--- src/hw/rtl/sgb_pkg.sv ---
package sgb_pkg;

    localparam int MAX_WIDTH        = 2048;
    localparam int MAX_HEIGHT       = 2048;
    localparam int WEIGHT_FRAC_BITS = 16;

    localparam int PIX_W      = 8;
    localparam int COORD_W    = 11;
    localparam int DIM_W      = 12;
    localparam int OW_W       = 16;
    localparam int CW_W       = 17;
    localparam int CFG_IDX_W  = 2;
    localparam int CFG_DATA_W = 17;

    localparam int ADDR_W = $clog2(MAX_WIDTH);
    localparam int HS_W   = PIX_W + WEIGHT_FRAC_BITS;
    localparam int HP_W   = CW_W + PIX_W;
    localparam int HSUM_W = HP_W + 2;
    localparam int VP_W   = CW_W + HS_W;
    localparam int VSUM_W = VP_W + 2;

    localparam logic [DIM_W-1:0] WIDTH_RST  = DIM_W'(640);
    localparam logic [DIM_W-1:0] HEIGHT_RST = DIM_W'(480);
    localparam logic [OW_W-1:0]  OUTER_RST  = OW_W'(17961);
    localparam logic [CW_W-1:0]  CENTER_RST = CW_W'(29614);

    typedef enum logic [CFG_IDX_W-1:0] {
        REG_WIDTH  = 2'd0,
        REG_HEIGHT = 2'd1,
        REG_OUTER  = 2'd2,
        REG_CENTER = 2'd3
    } cfg_reg_t;

    typedef struct packed {
        logic [COORD_W-1:0] x;
        logic [COORD_W-1:0] row;
        logic [PIX_W-1:0]   left;
        logic [PIX_W-1:0]   center;
        logic [PIX_W-1:0]   right;
        logic               emit_prev;
        logic               emit_cur;
        logic               row_zero;
        logic               last_job;
        logic               frame_end;
        logic               defer_cur;
        logic               flush_held;
    } job_t;

    typedef struct packed {
        logic [PIX_W-1:0]   smoothed;
        logic [COORD_W-1:0] row;
        logic [COORD_W-1:0] col;
        logic               last_of_run;
        logic               frame_done;
    } result_t;

    typedef enum logic [2:0] {
        B_IDLE,
        B_HSUM,
        B_VMUL,
        B_VSUM,
        B_HELD
    } back_state_t;

endpackage

--- src/hw/rtl/sgb_job_fifo.sv ---
module sgb_job_fifo
    import sgb_pkg::*;
(
    input  logic clk,
    input  logic rst_n,
    input  logic wr_en,
    input  job_t wr_data,
    output logic full,
    input  logic rd_en,
    output job_t rd_data,
    output logic valid
);

    localparam int DEPTH = 4;
    localparam int PTR_W = $clog2(DEPTH);

    job_t               store_reg [DEPTH];
    logic [PTR_W-1:0]   wr_ptr_reg, wr_ptr_next;
    logic [PTR_W-1:0]   rd_ptr_reg, rd_ptr_next;
    logic [PTR_W:0]     count_reg, count_next;
    logic               do_wr, do_rd;

    assign full    = count_reg == (PTR_W + 1)'(DEPTH);
    assign valid   = count_reg != '0;
    assign rd_data = store_reg[rd_ptr_reg];
    assign do_wr   = wr_en & ~full;
    assign do_rd   = rd_en & valid;

    always_comb
    begin
        wr_ptr_next = do_wr ? wr_ptr_reg + PTR_W'(1) : wr_ptr_reg;
        rd_ptr_next = do_rd ? rd_ptr_reg + PTR_W'(1) : rd_ptr_reg;
        count_next  = count_reg + (PTR_W + 1)'(do_wr) - (PTR_W + 1)'(do_rd);
    end

    always_ff @(posedge clk or negedge rst_n)
    begin
        if (!rst_n)
        begin
            wr_ptr_reg <= '0;
            rd_ptr_reg <= '0;
            count_reg  <= '0;
        end
        else
        begin
            wr_ptr_reg <= wr_ptr_next;
            rd_ptr_reg <= rd_ptr_next;
            count_reg  <= count_next;
        end
    end

    always_ff @(posedge clk)
    begin
        if (do_wr)
            store_reg[wr_ptr_reg] <= wr_data;
    end

endmodule

--- config.mk ---
export PLATFORM = sky130hd
export DESIGN_NAME = sgb_job_fifo
export DESIGN_NICKNAME = d
export VERILOG_FILES = /design/src/hw/rtl/sgb_pkg.sv /design/src/hw/rtl/sgb_job_fifo.sv
export SDC_FILE = /design/constraint.sdc
export NUM_CORES = 1
export LEC_CHECK = 0
export BUFFER_PORTS_ARGS = -buffer_cell sky130_fd_sc_hd__buf_2
export CORE_UTILIZATION = 45
export CTS_CLUSTER_SIZE = 14
export DETAILED_ROUTE_END_ITERATION = 8
export GPL_TIMING_DRIVEN = 0
export SYNTH_ARGS = -nofsm -noshare
export SYNTH_HDL_FRONTEND = slang
export SYNTH_SLANG_ARGS = --single-unit
--- constraint.sdc ---
create_clock -name clk -period 3 [get_ports clk]
set_input_delay 0.6 -clock clk [delete_from_list [all_inputs] [get_ports clk]]
set_output_delay 0.6 -clock clk [all_outputs]
set_load 0.1 [all_outputs]
==> results by group <==
Finish
  – Post-route cell area: 9860 sq um
  – Most common cell after layout, fill and taps aside: edfxtp_1
  – Final core utilization: roughly 56%
  – Most frequent cells in the layout: edfxtp_1 (212), buf_2 (117), mux4_2 (48)
  – Largest register FFs: around 210
  – Synth-to-layout area growth: 20.5%
  – Final Net Count: around 520
  – Layout cells sized above 1: 44.8%
  – N_diodes: 0

Placed design
  – I/O Buffers: between 100 and 150
  – Placer congestion estimate: 0.719
  – Hpwl dp: about 8.4 mm
  – Post-place instance area: about 9000 sq um
  – Dpl ws: between 0.7 and 0.8 ns

Setup path
  – Critical path class: reg -> out
  – Worst Setup Start Kind: flip-flop
  – Worst r2r src: count_reg[1]
  – Data required time of the worst path: roughly 2.4 ns
  – CP Capture Type: output pin
  – R2R Path End: count_reg[2]
  – Crit Path Max Fanout: 10
  – Reg2Reg Setup Slack: 0.74 ns
  – R2R depth: 9
  – CP arrival: approximately 2.1 ns

Yosys
  – Synth top area cells: edfxtp_1 (78%), mux4_2 (13%), dfrtp_1 (2.1%)
  – Mux contribution to synthesized area: 14.8%
  – Post-synthesis sequential area ratio: 80.0%
  – Synth Instances: 317
  – Syn Std Cell Area: a little over 8000 sq um
  – Simple-Gate Fraction of Synth Area: under 10%
  – Yosys cell types: 21
  – Top cell type by total area after synthesis: edfxtp_1
  – Post-synthesis xor/xnor area fraction: less than 1%
  – Syn nets: 381
  – Adder-cell share of the synthesized area: under 10%
  – Mapped Avg Cell Area: approximately 26 sq um
  – Largest family of logic cells by synthesized area: multiplexers
  – Compound-Gate Fraction of Synth Area: less than 1%
  – Yosys warns: 0
  – Post-synth top area share: between 70 and 80%
  – Yosys reg bits: roughly 220

Global routing
  – Total grt overflow: 0
  – GRT busiest layer: met2
  – Met3 Resource Use GR: around 3.8%
  – Initial antenna violation count: 1
  – Largest net degree at the start of global routing: 42
  – All-layer global routing usage: between 10% and 20%
  – Met2 GRT Util: a little over a quarter
  – First-pass GRT wire length: between 20 and 25 mm
  – GR Util met1: 19.0%
  – Vias in the first global route: slightly below 4k

Die
  – Ports: 112
  – Die Area: 18700 sq um
  – Core ar.: approximately 18000 sq um
  – Initial Utilization: about 47%
  – Die width: 137 um
  – # rows: between 40 and 50
  – Die height: between 100 and 150 um

Hold path
  – Critical hold path startpoint: wr_data[40]
  – Hold EP: store_reg[1][40]
  – Worst min path class: in -> reg
  – Worst hold path stage count: 1

STA
  – Final WS setup: about 0.33 ns
  – Fin. Hold Viols: 0
  – Final setup viols: 0
  – Slew @ Worst Pin: just over 0.5 ns
  – Sum of negative setup slack: 0 ns
  – RSZ-0062 raised after global routing: false
  – Max Freq: between 300 and 400 MHz
  – Rel. slew slack: about two thirds
  – Part of the cycle the worst path needs: between 80% and 90%
  – Post-route minimum period: 2.67 ns
  – Layout Skew: 0.0209 ns
  – Slew Viols, Final: 0

Clock network
  – Maximum clock insertion buffer count: 3
  – CTS Buf Count: 23
  – CTS tree: yes
  – Clk_lat worst skew: around 0.51 ns
  – Sink Count: about 220
  – H-tree lvl count: 1
  – Post-CTS setup buffers: 0
  – Reg clk slew, reported paths: 0.06 ns
  – Root cell of the clock tree: clkbuf_16

Routing
  – # DRC: 0
  – Post-route ant nets: 0
  – Final Routed Wirelength: about 14 mm
  – WL per Instance: approximately 20 um
  – First DRT Iteration DRCs: around 150
  – 1st-pass router iterations: 4
  – Vias/cell: approximately 5.2
  – Vias: 3646

Flow run
  – Max_cap viols: 0

Outcome
  – Status: finished, final reports clean
==> cells in the mapped netlist, drive strengths merged <==
master   instances
and3b            4
buf             12
dfrtp            7
edfxtp         212
fa               1
ha               6
inv              5
mux4            53
nand2            1
nand2b           4
nand4bb          2
nor3b            1
o211ai           2
o311ai           1
o31a             1
or3              1
xnor2            3
xor2             1
==> through the flow <==
step,hold slack (ns),cells
2_1_floorplan,0.304,317
3_3_place_gp,0.444,653
3_5_place_dp,0.446,657
4_1_cts,0.282,700
5_1_grt,0.283,700
6_report,0.306,700
==> metal layers <==
metal  up-vias  wire (um)
li1       1645          -
met1      1887       5520
met2        91       7450
met3        23        761
met4         0        318
met5         -          0
==> cells by family after synthesis <==
kind of cell               count (synthesis)
adders and majority gates                  7
and+or+nand+nor                           13
muxes                                     53
buffers and inverters                     17
AOI/OAI and AO/OA                          4
xor gates and xnor gates                   4
DFF                                      219
==> critical path: stages (launching register included) <==
cell and delay [ns]:
dfrtp_1 0.34, buf_6 0.21, buf_12 0.18, mux4_2 0.52
buf_2 0.31
==> area by class of cell <==
class / instances / area (sq um)
Timing Repair Buffer: 116 / 653
Clock buffer: 26 / 587
Tap cell: 225 / 282
Fill cell: 1357 / 7680
Inverter: 5 / 18.8
Sequential cell: 219 / 6540
Clock inverter: 16 / 134
Multi-Input combinational cell: 81 / 1500
Buffer: 12 / 141
==> how the worst max path moves through the flow <==
stage             startpoint               end  slack, ns  cells after the start
2_1_floorplan   count_reg[1]      count_reg[2]       0.17                      9
5_1_grt        rd_ptr_reg[1]       rd_data[17]       0.24                      4
3_3_place_gp           wr_en  store_reg[0][18]      -0.56                      2
6_report       rd_ptr_reg[0]       rd_data[17]       0.33                      4
4_1_cts        rd_ptr_reg[0]       rd_data[17]       0.27                      4
3_5_place_dp    count_reg[1]      count_reg[2]       0.74                      9
==> repair_timing <==
item,in CTS,in global routing
hold buffers,1,0
resized for setup,0,0
hold endpoints to repair,7,0
endpoints found under the setup margin,0,0
Power is not shown: default switching activity piles up to over one toggle a cycle in this logic, so the estimate is an artifact.
