**src/hw/rtl/sgb_pkg.sv**
```systemverilog
package sgb_pkg;

    localparam int MAX_WIDTH        = 2048;
    localparam int MAX_HEIGHT       = 2048;
    localparam int WEIGHT_FRAC_BITS = 16;

    localparam int PIX_W      = 8;
    localparam int COORD_W    = 11;
    localparam int DIM_W      = 12;
    localparam int OW_W       = 16;
    localparam int CW_W       = 17;
    localparam int CFG_IDX_W  = 2;
    localparam int CFG_DATA_W = 17;

    localparam int ADDR_W = $clog2(MAX_WIDTH);
    localparam int HS_W   = PIX_W + WEIGHT_FRAC_BITS;
    localparam int HP_W   = CW_W + PIX_W;
    localparam int HSUM_W = HP_W + 2;
    localparam int VP_W   = CW_W + HS_W;
    localparam int VSUM_W = VP_W + 2;

    localparam logic [DIM_W-1:0] WIDTH_RST  = DIM_W'(640);
    localparam logic [DIM_W-1:0] HEIGHT_RST = DIM_W'(480);
    localparam logic [OW_W-1:0]  OUTER_RST  = OW_W'(17961);
    localparam logic [CW_W-1:0]  CENTER_RST = CW_W'(29614);

    typedef enum logic [CFG_IDX_W-1:0] {
        REG_WIDTH  = 2'd0,
        REG_HEIGHT = 2'd1,
        REG_OUTER  = 2'd2,
        REG_CENTER = 2'd3
    } cfg_reg_t;

    typedef struct packed {
        logic [COORD_W-1:0] x;
        logic [COORD_W-1:0] row;
        logic [PIX_W-1:0]   left;
        logic [PIX_W-1:0]   center;
        logic [PIX_W-1:0]   right;
        logic               emit_prev;
        logic               emit_cur;
        logic               row_zero;
        logic               last_job;
        logic               frame_end;
        logic               defer_cur;
        logic               flush_held;
    } job_t;

    typedef struct packed {
        logic [PIX_W-1:0]   smoothed;
        logic [COORD_W-1:0] row;
        logic [COORD_W-1:0] col;
        logic               last_of_run;
        logic               frame_done;
    } result_t;

    typedef enum logic [2:0] {
        B_IDLE,
        B_HSUM,
        B_VMUL,
        B_VSUM,
        B_HELD
    } back_state_t;

endpackage

```
**src/hw/rtl/sgb_front.sv**
```systemverilog
module sgb_front
    import sgb_pkg::*;
(
    input  logic               clk,
    input  logic               rst_n,
    input  logic               push,
    output logic               full,
    input  logic [PIX_W-1:0]   pixel,
    input  logic [DIM_W-1:0]   frame_width,
    input  logic [DIM_W-1:0]   frame_height,
    output logic               job_push,
    output job_t               job,
    input  logic               job_full
);

    logic [PIX_W-1:0]   prev_reg, prev_next;
    logic [PIX_W-1:0]   prev_prev_reg, prev_prev_next;
    logic [COORD_W-1:0] col_reg, col_next;
    logic [COORD_W-1:0] row_reg, row_next;
    logic               pend_valid_reg, pend_valid_next;
    job_t               pend_reg, pend_next;

    logic [DIM_W-1:0] w_eff, h_eff;
    logic             accept, row_end, last_row, has_a, both;
    job_t             job_a, job_b;

    always_comb
    begin
        if (frame_width == '0)
            w_eff = DIM_W'(1);
        else if (frame_width > DIM_W'(MAX_WIDTH))
            w_eff = DIM_W'(MAX_WIDTH);
        else
            w_eff = frame_width;
        if (frame_height == '0)
            h_eff = DIM_W'(1);
        else if (frame_height > DIM_W'(MAX_HEIGHT))
            h_eff = DIM_W'(MAX_HEIGHT);
        else
            h_eff = frame_height;
    end

    assign full     = pend_valid_reg | job_full;
    assign accept   = push & ~full;
    assign row_end  = {1'b0, col_reg} >= (w_eff - DIM_W'(1));
    assign last_row = {1'b0, row_reg} >= (h_eff - DIM_W'(1));
    assign has_a    = col_reg != '0;
    assign both     = has_a & row_end;

    always_comb
    begin
        job_a            = '0;
        job_a.x          = col_reg - COORD_W'(1);
        job_a.row        = row_reg;
        job_a.left       = (col_reg == COORD_W'(1)) ? prev_reg : prev_prev_reg;
        job_a.center     = prev_reg;
        job_a.right      = pixel;
        job_a.emit_prev  = row_reg != '0;
        job_a.emit_cur   = last_row;
        job_a.row_zero   = row_reg == '0;
        job_a.last_job   = ~row_end;
        job_a.frame_end  = row_end & last_row;
        job_a.defer_cur  = both & (row_reg != '0) & last_row;
        job_a.flush_held = 1'b0;

        job_b            = '0;
        job_b.x          = col_reg;
        job_b.row        = row_reg;
        job_b.left       = has_a ? prev_reg : pixel;
        job_b.center     = pixel;
        job_b.right      = pixel;
        job_b.emit_prev  = row_reg != '0;
        job_b.emit_cur   = last_row;
        job_b.row_zero   = row_reg == '0;
        job_b.last_job   = 1'b1;
        job_b.frame_end  = row_end & last_row;
        job_b.defer_cur  = 1'b0;
        job_b.flush_held = both & (row_reg != '0) & last_row;
    end

    always_comb
    begin
        if (pend_valid_reg)
        begin
            job_push = ~job_full;
            job      = pend_reg;
        end
        else
        begin
            job_push = accept & (has_a | row_end);
            job      = has_a ? job_a : job_b;
        end
    end

    always_comb
    begin
        prev_next       = prev_reg;
        prev_prev_next  = prev_prev_reg;
        col_next        = col_reg;
        row_next        = row_reg;
        pend_valid_next = pend_valid_reg;
        pend_next       = pend_reg;
        if (pend_valid_reg && !job_full)
            pend_valid_next = 1'b0;
        if (accept)
        begin
            prev_prev_next = prev_reg;
            prev_next      = pixel;
            if (both)
            begin
                pend_valid_next = 1'b1;
                pend_next       = job_b;
            end
            if (row_end)
            begin
                col_next = '0;
                row_next = last_row ? '0 : row_reg + COORD_W'(1);
            end
            else
                col_next = col_reg + COORD_W'(1);
        end
    end

    always_ff @(posedge clk or negedge rst_n)
    begin
        if (!rst_n)
        begin
            prev_reg       <= '0;
            prev_prev_reg  <= '0;
            col_reg        <= '0;
            row_reg        <= '0;
            pend_valid_reg <= 1'b0;
        end
        else
        begin
            prev_reg       <= prev_next;
            prev_prev_reg  <= prev_prev_next;
            col_reg        <= col_next;
            row_reg        <= row_next;
            pend_valid_reg <= pend_valid_next;
        end
    end

    always_ff @(posedge clk)
    begin
        pend_reg <= pend_next;
    end

endmodule

```
**config.mk**
```make
export PLATFORM = sky130hd
export DESIGN_NAME = sgb_front
export DESIGN_NICKNAME = d
export VERILOG_FILES = /design/src/hw/rtl/sgb_pkg.sv /design/src/hw/rtl/sgb_front.sv
export SDC_FILE = /design/constraint.sdc
export NUM_CORES = 1
export LEC_CHECK = 0
export ABC_AREA = 0
export BUFFER_PORTS_ARGS = -buffer_cell sky130_fd_sc_hd__buf_2
export CAP_MARGIN = 10
export CORE_MARGIN = 2
export CORE_UTILIZATION = 40
export CTS_CLUSTER_DIAMETER = 80
export DETAILED_ROUTE_END_ITERATION = 10
export PLACE_DENSITY = 0.67
export REMOVE_ABC_BUFFERS = 1
export SKIP_LAST_GASP = 1
export SYNTH_ARGS = -nofsm -noshare
export SYNTH_HDL_FRONTEND = slang
export SYNTH_SLANG_ARGS = --single-unit
```
**constraint.sdc**
```tcl
create_clock -name clk -period 4.7 [get_ports clk]
set_input_delay 0.47 -clock clk [delete_from_list [all_inputs] [get_ports clk]]
set_output_delay 0.47 -clock clk [all_outputs]
set_load 0.1 [all_outputs]
```
==> metrics.csv, run 1 <==
metric,value,unit
status,completed,
vias,4405,
core-area,0.01262,mm^2
grt_usage,18.38,%
grt_util_met3,2.568,%
design_area,0.006237,mm^2
routedWlPerCell,15.48,um
first_global_vias,4243,
place_ws,0.01189,ns
synthTopCellsByArea,"edfxtp_1 25%, dfrtp_1 19%, nand2_1 7.9%",
fin_worst_skew,0.004793,ns
io_pins,91,
drive_gt1_share,24.61,%
tightest_slew,1.097,ns
area_delta_synth_final,20.27,%
power_density,520.2,mW/mm^2
overflow,0,
clk_pin_slew,0.06,ns
cap_viol_max_count,0,
finalCriticalPeriod,4.521,ns
antenna_found_initial,0,
setup_slack,0.1788,ns
critPathTopFamily,simple AND/OR/NAND/NOR gates,
arrival,4.05,ns
placed_cell_area,0.005906,mm^2
synth-seq-cells,82,
drc,0,
start_kind,primary input,
cts_htree_levels,3,
synth.avg_cell_area,9.464,um^2
report.final.slew_viol_count,0,
postCtsSetupRepairBufs,0,
nNetsFinal,699,
clkSinkCount,82,
grt-busiest-layer,met2,
crit_slowest_cell,or3_2,
firstDrtPassIters,4,
setup-tns-final,0,ns
total_power,0.003245,W
fin_crit_sh,96.20,%
clk_latency,0.34,ns
synth-edff-count,43,
drt_iter0_drc,329,
setup_viol,0,
r2r_cells,5,
synth_cell_type_count,57,
synth_top_area_share,24.90,%
gp_congestion,0.8385,
wirelength,12540,um
synthCells,548,
cts_tree,done,
netlist_area,0.005186,mm^2
clock_path_buffers,2,
async_reset_ff_share,47.56,%
hpwlAfterDp,8705,um
grt_util_met2,30.27,%
grt_pass1_wl,20890,um
yosysTopAreaCell,edfxtp_1,
min-delay-path-class,primary input to asynchronous set/reset pin,
rsz0062_at_grt,false,
synth_flop_cell,edfxtp_1,
ir_drop,0.3160,mV
slew_headroom,26.84,%
use_met1,25.09,%
root_buffer,clkbuf_16,
whs,0.2499,ns
die_h,117.9,um
initial_core_util,41.10,%
r2r_slack,1.64,ns
leakage,2.813,nW
ys_seq_area_share,43.72,%
crit_required,4.23,ns
r2r_start,pend_valid_reg,
largest_register_ffs,43,
crit_path_end_kind,output port,
critical_path.max_stage_delay,0.49,ns
rr_endpoint,row_reg[7],
hold_viol,0,
crit_chain,buf_2 > or3_1 > or3_2 > nor2_1 > o21ai_1 > ha_2 > inv_1 > or3_2 > a32oi_1 > ha_1 > o21ai_0 > nor2_1 > nor3_2 > a21oi_1 > buf_4 > and2_1 > mux2_2 > buf_12,
final_antenna_net_count,0,
synth_warnings,0,
path_class,primary input to output port,
holdBufCountCts,0,
grt_max_degree,58,
cts_buffers,9,
worstPathMaxFanout,8,
portBuffers,90,
antennaDiodeCount,0,
routed_via_density,5.438,
rows,41,
chipWidth,117.9,um
max_freq,221.2,MHz
path_buf_inv,4,
die-area,0.01389,mm^2
how the worst max path moves through the flow:
stage,cells after the start,endpoint,from
3_3_place_gp,18,job[2],frame_width[2]
5_1_grt,18,job[2],frame_width[2]
4_1_cts,18,job[2],frame_width[2]
6_report,18,job[2],frame_width[2]
3_5_place_dp,18,job[2],frame_width[2]
2_1_floorplan,14,job[1],frame_width[5]
worst reg2reg max path: cells and delay by family, from the launching register on:
kind / cells / cell delay, ns
AO/OA/AOI/OAI: 2 / 0.66
flip-flops: 1 / 0.80
AND/OR/NAND/NOR: 3 / 1.54
Yosys cell counts, types with 8 or more instances:
master	count
o21ai_0	54
nor2b_1	15
nor2_1	29
nand3_1	9
nor4_1	8
clkbuf_1	19
nand2_1	109
edfxtp_1	43
nor3_1	14
o22ai_1	9
dfrtp_1	39
ha_1	30
a21oi_1	11
a22o_1	12
mux2_2	21
xnor2_1	11
and3_1	10
inv_1	15
xor2_1	8
cell type report:
| cell class | count | area [um^2] |
|---|---|---|
| Clock buffer | 10 | 239.0 |
| Multi-Input combinational cell | 426 | 2773 |
| Timing Repair Buffer | 99 | 605.6 |
| Inverter | 15 | 56.30 |
| Clock inverter | 6 | 80.08 |
| Fill cell | 1206 | 6382 |
| Tap cell | 172 | 215.2 |
| Sequential cell | 82 | 2268 |
logic make-up (layout without fill, tap and decap cells):
group / count (synthesis) / count (layout) / share of synthesized area, %
muxes: 27 / 27 / 6.297
buffers and inverters: 40 / 130 / 3.305
and+or+nand+nor: 229 / 229 / 21.38
adders and majority gates: 30 / 30 / 7.238
xor gates and xnor gates: 19 / 19 / 3.209
DFF: 82 / 82 / 43.72
AOI/OAI and AO/OA: 121 / 121 / 14.86
power by group:
group	leakage, nW	internal [W]	total (W)	switching [W]
clock	0.154	0.000475	0.000750	0.000275
combinational	1.73	0.000314	0.00163	0.00131
sequential	0.931	0.000803	0.000867	0.0000643
layout by cell type, fill, tap and decap left out, drive strengths merged, types with 10 or more instances in the layout:
cell / count
a21oi: 12
dfrtp: 39
inv: 15
nor2b: 15
edfxtp: 43
nor2: 29
and3: 10
nor3: 14
o21ai: 55
or3: 10
ha: 30
a22o: 12
xnor2: 11
mux2: 27
clkbuf: 10
buf: 99
nand2: 109
nand3: 10
per-layer routing:
metal,routed length [um],part of all wire [%]
met1,5828,46
met2,6008,48
met3,540,4.3
met4,160,1.3
met5,0,0
through the flow:
step,cells,util (%)
global placement,794,46.80
global route,810,49.42
detailed placement,794,46.80
floorplan,523,-
finish,810,49.42
CTS,810,49.37
what timing repair did:
action | CTS | global route
pin swaps | 0 | 1
endpoints found under the hold margin | 0 | 0
resized for setup | 1 | 4
endpoints found under the setup margin | 1 | 3
Power figures use the tool's default switching activity.
==> run 2: changes to the inputs <==
==> constraint.sdc (replaced) <==
create_clock -name clk -period 4.7 [get_ports clk]
set_input_delay 0.47 -clock clk [delete_from_list [all_inputs] [get_ports clk]]
set_output_delay 0.47 -clock clk [all_outputs]
set_load 0.05 [all_outputs]
==> metrics.csv, run 2 (same netlist as run 1, synthesis figures left out) <==
metric,value,unit,change
status,completed,,
first_global_vias,4218,,-0.59%
worstPathMaxFanout,7,,-1
cts_buffers,9,,unchanged
min-delay-path-class,primary input to asynchronous set/reset pin,,
portBuffers,90,,unchanged
grt_usage,18.34,%,-0.044 points
path_buf_inv,4,,unchanged
drt_iter0_drc,322,,-2.1%
cts_resized,0,,-1
ir_drop,0.2620,mV,-17%
tightest_slew,1.080,ns,-0.01774 ns
crit_slowest_cell,or3_2,,
routed_via_density,5.552,,+2.1%
routedWlPerCell,15.81,um,+2.1%
rows,41,,unchanged
hold_viol,0,,unchanged
vias,4497,,+2.1%
initial_core_util,41.10,%,unchanged
leakage,2.795,nW,-0.64%
critPathTopFamily,simple AND/OR/NAND/NOR gates,,
chipWidth,117.9,um,unchanged
grt_max_degree,58,,unchanged
slew_headroom,28.02,%,+1.2 points
fin_crit_sh,96.07,%,-0.12 points
start_kind,primary input,,
critical_path.max_stage_delay,0.49,ns,about the same
rsz0062_at_grt,false,,
clock_path_buffers,2,,unchanged
whs,0.2599,ns,+0.009988 ns
max_freq,221.5,MHz,+0.13%
die-area,0.01389,mm^2,unchanged
arrival,4.05,ns,about the same
grt_pass1_wl,20820,um,-0.33%
startpoint,frame_width[2],,
postCtsSetupRepairBufs,0,,unchanged
gp_congestion,0.8550,,+2.0%
largest_register_ffs,43,,unchanged
core-area,0.01262,mm^2,unchanged
cap_viol_max_count,0,,unchanged
final-instance-count-excl-fill,810,,unchanged
crit_chain,buf_2 > or3_1 > or3_2 > nor2_1 > o21ai_0 > ha_1 > inv_1 > or3_2 > a32oi_1 > ha_1 > o21ai_0 > nor2_1 > nor3_2 > a21oi_2 > buf_4 > and2_1 > mux2_2 > buf_2,,
drive_gt1_share,24.76,%,+0.16 points
power_density,446.7,mW/mm^2,-14%
clkSinkCount,82,,unchanged
report.final.slew_viol_count,0,,unchanged
path_class,primary input to output port,,
io_pins,91,,unchanged
cts_tree,done,,
setup_viol,0,,unchanged
fin_worst_skew,0.004368,ns,-0.0004249 ns
final_antenna_net_count,0,,unchanged
r2r_cells,5,,unchanged
clk_latency,0.33,ns,about the same
firstDrtPassIters,5,,+1
hpwlAfterDp,8728,um,+0.26%
antennaDiodeCount,0,,unchanged
finalCriticalPeriod,4.515,ns,-0.005806 ns
die_h,117.9,um,unchanged
clk_pin_slew,0.06,ns,about the same
cts_htree_levels,3,,unchanged
nNetsFinal,699,,unchanged
wirelength,12800,um,+2.1%
rr_endpoint,row_reg[2],,
dp_cells,794,,unchanged
mostFrequentLayoutCells,"109 x nand2_1, 89 x buf_2, 54 x o21ai_0, 43 x edfxtp_1, 38 x dfrtp_1",,
r2r_start,pend_valid_reg,,
antenna_found_initial,0,,unchanged
final_common_cell,nand2_1,,
crit_path_end_kind,output port,,
drc,0,,unchanged
total_power,0.002754,W,-15%
final_core_util,48.86,%,-0.57 points
overflow,0,,unchanged
r2r_slack,1.49,ns,-0.15 ns
crit_required,4.23,ns,about the same
area_delta_synth_final,18.89,%,
root_buffer,clkbuf_16,,
holdBufCountCts,0,,unchanged
run 2: cell count changes in the layout (fill, tap and decap cells not counted), moves of 2 or more:
cell      before  now
a21oi_1       11    9
a21oi_2        1    3
buf_12         6    1
buf_2         85   89
clkinv_1       2    0
run 2: per-layer routing:
layer / vias to the layer above / global-route usage [%] / share of wire (%)
met5: - / 0 / 0
met4: 0 / 5.271 / 1.7
li1: 2165 / - / -
met2: 132 / 29.00 / 47
met1: 2185 / 25.28 / 47
met3: 15 / 4.118 / 5.0
run 2: worst register-to-register path, stage by stage, from the launching register on:
cell and delay, ns:
dfrtp_2 0.80, nor2_1 0.32, nand2_1 0.55, a211oi_2 0.49
nor2b_1 0.73, a22o_1 0.25
run 2: how the worst max path moves through the flow:
stage / slack, ns / depth (start not counted) / end
6_report: 0.18 / 18 / job[2]
5_1_grt: 0.001 / 18 / job[2]
4_1_cts: 0.1 / 18 / job[2]
3_5_place_dp: 0.10 / 16 / row_reg[2]
3_3_place_gp: 0.24 / 18 / job[2]
2_1_floorplan: -0.86 / 14 / pend_reg[0]
run 2: cell type report:
type	instances	area [um^2]
clock buffer	11	242.7
clock inverter	5	77.57
fill	1212	6454
inverter	15	56.30
multi-input combinational	426	2773
sequential	82	2268
tap	172	215.2
timing repair buffer	99	533.0
run 2: power breakdown:
part / switching (W) / total, W / internal (W)
logic: 0.000821 / 0.00113 / 0.000308
clock network: 0.000281 / 0.000760 / 0.000478
registers: 0.0000627 / 0.000866 / 0.000803
run 2: per-stage QoR:
stage / TNS (ns) / area, um^2 / setup WS (ns)
after floorplan: -37.14 / 5071 / -0.8603
after global placement: 0 / 5831 / 0.2376
final: 0 / 6166 / 0.1846
after CTS: 0 / 6151 / 0.09527
after detailed placement: 0 / 5831 / 0.1003
after global routing: 0 / 6166 / 0.001356
==> run 3: changes to the inputs <==
--- a/config.mk
+++ b/config.mk
@@ -8,11 +8,13 @@
 export ABC_AREA = 0
 export BUFFER_PORTS_ARGS = -buffer_cell sky130_fd_sc_hd__buf_2
 export CAP_MARGIN = 10
+export CELL_PAD_IN_SITES_DETAIL_PLACEMENT = 1
+export CELL_PAD_IN_SITES_GLOBAL_PLACEMENT = 1
 export CORE_MARGIN = 2
 export CORE_UTILIZATION = 40
 export CTS_CLUSTER_DIAMETER = 80
 export DETAILED_ROUTE_END_ITERATION = 10
-export PLACE_DENSITY = 0.67
+export PLACE_DENSITY = 0.82
 export REMOVE_ABC_BUFFERS = 1
 export SKIP_LAST_GASP = 1
 export SYNTH_ARGS = -nofsm -noshare
==> metrics.csv, run 3 (same netlist as run 1, synthesis figures left out) <==
metric,value,unit,change
area_delta_synth_final,19.66,%,
mostFrequentLayoutCells,"109 x nand2_1, 89 x buf_2, 54 x o21ai_0, 43 x edfxtp_1, 38 x dfrtp_1",,
antenna_found_initial,0,,unchanged
placed_cell_area,0.005843,mm^2,+0.21%
leakage,2.814,nW,+0.69%
cts_htree_levels,3,,unchanged
r2r_cells,5,,unchanged
crit_path_end_kind,output port,,
rows,41,,unchanged
grt_usage,21.24,%,+2.9 points
routed_via_density,5.568,,+0.29%
final_antenna_net_count,0,,unchanged
chipWidth,117.9,um,unchanged
arrival,4.13,ns,+0.08 ns
path_class,primary input to output port,,
cts_tree,done,,
crit_chain,buf_2 > or3_4 > or3_2 > nor2_1 > o21ai_0 > ha_1 > inv_1 > or3_2 > a32oi_1 > ha_1 > o21ai_0 > nor2_1 > nor3_2 > a21oi_1 > buf_4 > and2_1 > mux2_2 > buf_2,,
cts_buffers,9,,unchanged
initial_core_util,41.10,%,unchanged
routedWlPerCell,18.10,um,+15%
start_kind,primary input,,
fillCellCount,1504,,+24%
final-instance-count-excl-fill,810,,unchanged
drt_iter0_drc,257,,-20%
vias,4510,,+0.29%
r2r_slack,1.78,ns,+0.29 ns
critical_path.max_stage_delay,0.53,ns,+0.04 ns
crit_slowest_cell,or3_2,,
nNetsFinal,699,,unchanged
r2r_start,pend_valid_reg,,
setup_viol,0,,unchanged
ir_drop,0.1862,mV,-29%
postCtsSetupRepairBufs,0,,unchanged
drive_gt1_share,25.08,%,+0.31 points
fin_worst_skew,0.007915,ns,+0.003547 ns
regArea,0.002268,mm^2,unchanged
tightest_slew,1.130,ns,+0.05065 ns
clkSinkCount,82,,unchanged
final_core_util,49.18,%,+0.32 points
io_pins,91,,unchanged
dp_cells,794,,unchanged
hold_viol,0,,unchanged
grt_pass1_wl,24030,um,+15%
design_area,0.006206,mm^2,+0.65%
overflow,0,,unchanged
first_global_vias,4775,,+13%
cap_viol_max_count,0,,unchanged
final_common_cell,nand2_1,,
clock_path_buffers,2,,unchanged
wirelength,14660,um,+15%
total_power,0.002819,W,+2.3%
die-area,0.01389,mm^2,unchanged
max_freq,217.3,MHz,-1.9%
finalCriticalPeriod,4.602,ns,+0.08616 ns
largest_register_ffs,43,,unchanged
drc,0,,unchanged
clk_pin_slew,0.07,ns,about the same
clk_latency,0.35,ns,+0.02 ns
path_buf_inv,4,,unchanged
gp_congestion,0.7651,,-11%
path_depth,18,,unchanged
hpwlAfterDp,10120,um,+16%
fin_crit_sh,97.91,%,+1.8 points
multi_input_area,0.002779,mm^2,+0.23%
firstDrtPassIters,4,,-1
die_h,117.9,um,unchanged
portBuffers,90,,unchanged
startpoint,frame_width[4],,
power_density,454.2,mW/mm^2,+1.7%
core-area,0.01262,mm^2,unchanged
cp-endpoint,job[2],,
grt_max_degree,58,,unchanged
min-delay-path-class,primary input to asynchronous set/reset pin,,
rr_endpoint,col_reg[5],,
slew_headroom,24.64,%,-3.4 points
status,completed,,
report.final.slew_viol_count,0,,unchanged
worstPathMaxFanout,8,,+1
antennaDiodeCount,0,,unchanged
critPathTopFamily,simple AND/OR/NAND/NOR gates,,
crit_required,4.23,ns,about the same
root_buffer,clkbuf_16,,
==> run 3: routing by layer <==
layer  GRT usage (%)  wire length, um  up-vias
met4           6.928              216        0
met1           26.33             6537     2249
met2           37.79             7429       84
met5               0                0        -
met3           3.198              478       17
li1                -                -     2160
==> run 3: power by group <==
| group | internal (W) | switching (W) |
|---|---|---|
| clock network | 0.000493 | 0.000304 |
| logic | 0.000311 | 0.000839 |
| registers | 0.000803 | 0.0000689 |
| total | 0.00161 | 0.00121 |
==> run 3: area by class of cell <==
type / instances / area share, %
multi-input cells: 426 / 44.78
flip-flops and latches: 82 / 36.55
repair buffers: 99 / 8.790
clock buffers: 12 / 4.657
well taps: 172 / 3.468
inverters: 15 / 0.9073
clock inverters: 4 / 0.8468
==> run 3: stage by stage <==
| step | setup TNS [ns] | worst slack (ns) | hold slack [ns] |
|---|---|---|---|
| floorplan | -37.14 | -0.8603 | 0.1744 |
| global placement | 0 | 0.2842 | 0.4555 |
| detailed placement | 0 | 0.1220 | 0.4646 |
| CTS | 0 | 0.04453 | 0.2787 |
| global route | -0.1043 | -0.05134 | 0.3348 |
| finish | 0 | 0.09840 | 0.2450 |
==> run 3: worst min path at each step <==
stage / slack, ns / endpoint / startpoint
final: 0.24 / row_reg[1] / rst_n
after global routing: 0.33 / row_reg[1] / rst_n
after CTS: 0.28 / row_reg[1] / rst_n
after detailed placement: 0.46 / prev_prev_reg[5] / prev_prev_reg[5]
after global placement: 0.46 / prev_prev_reg[0] / prev_prev_reg[0]
after floorplan: 0.17 / col_reg[0] / rst_n
==> run 3: repair_timing <==
action / in CTS / in global routing
gates resized for setup: 0 / 7
endpoints found under the setup margin: 0 / 4
hold buffers: 0 / 0
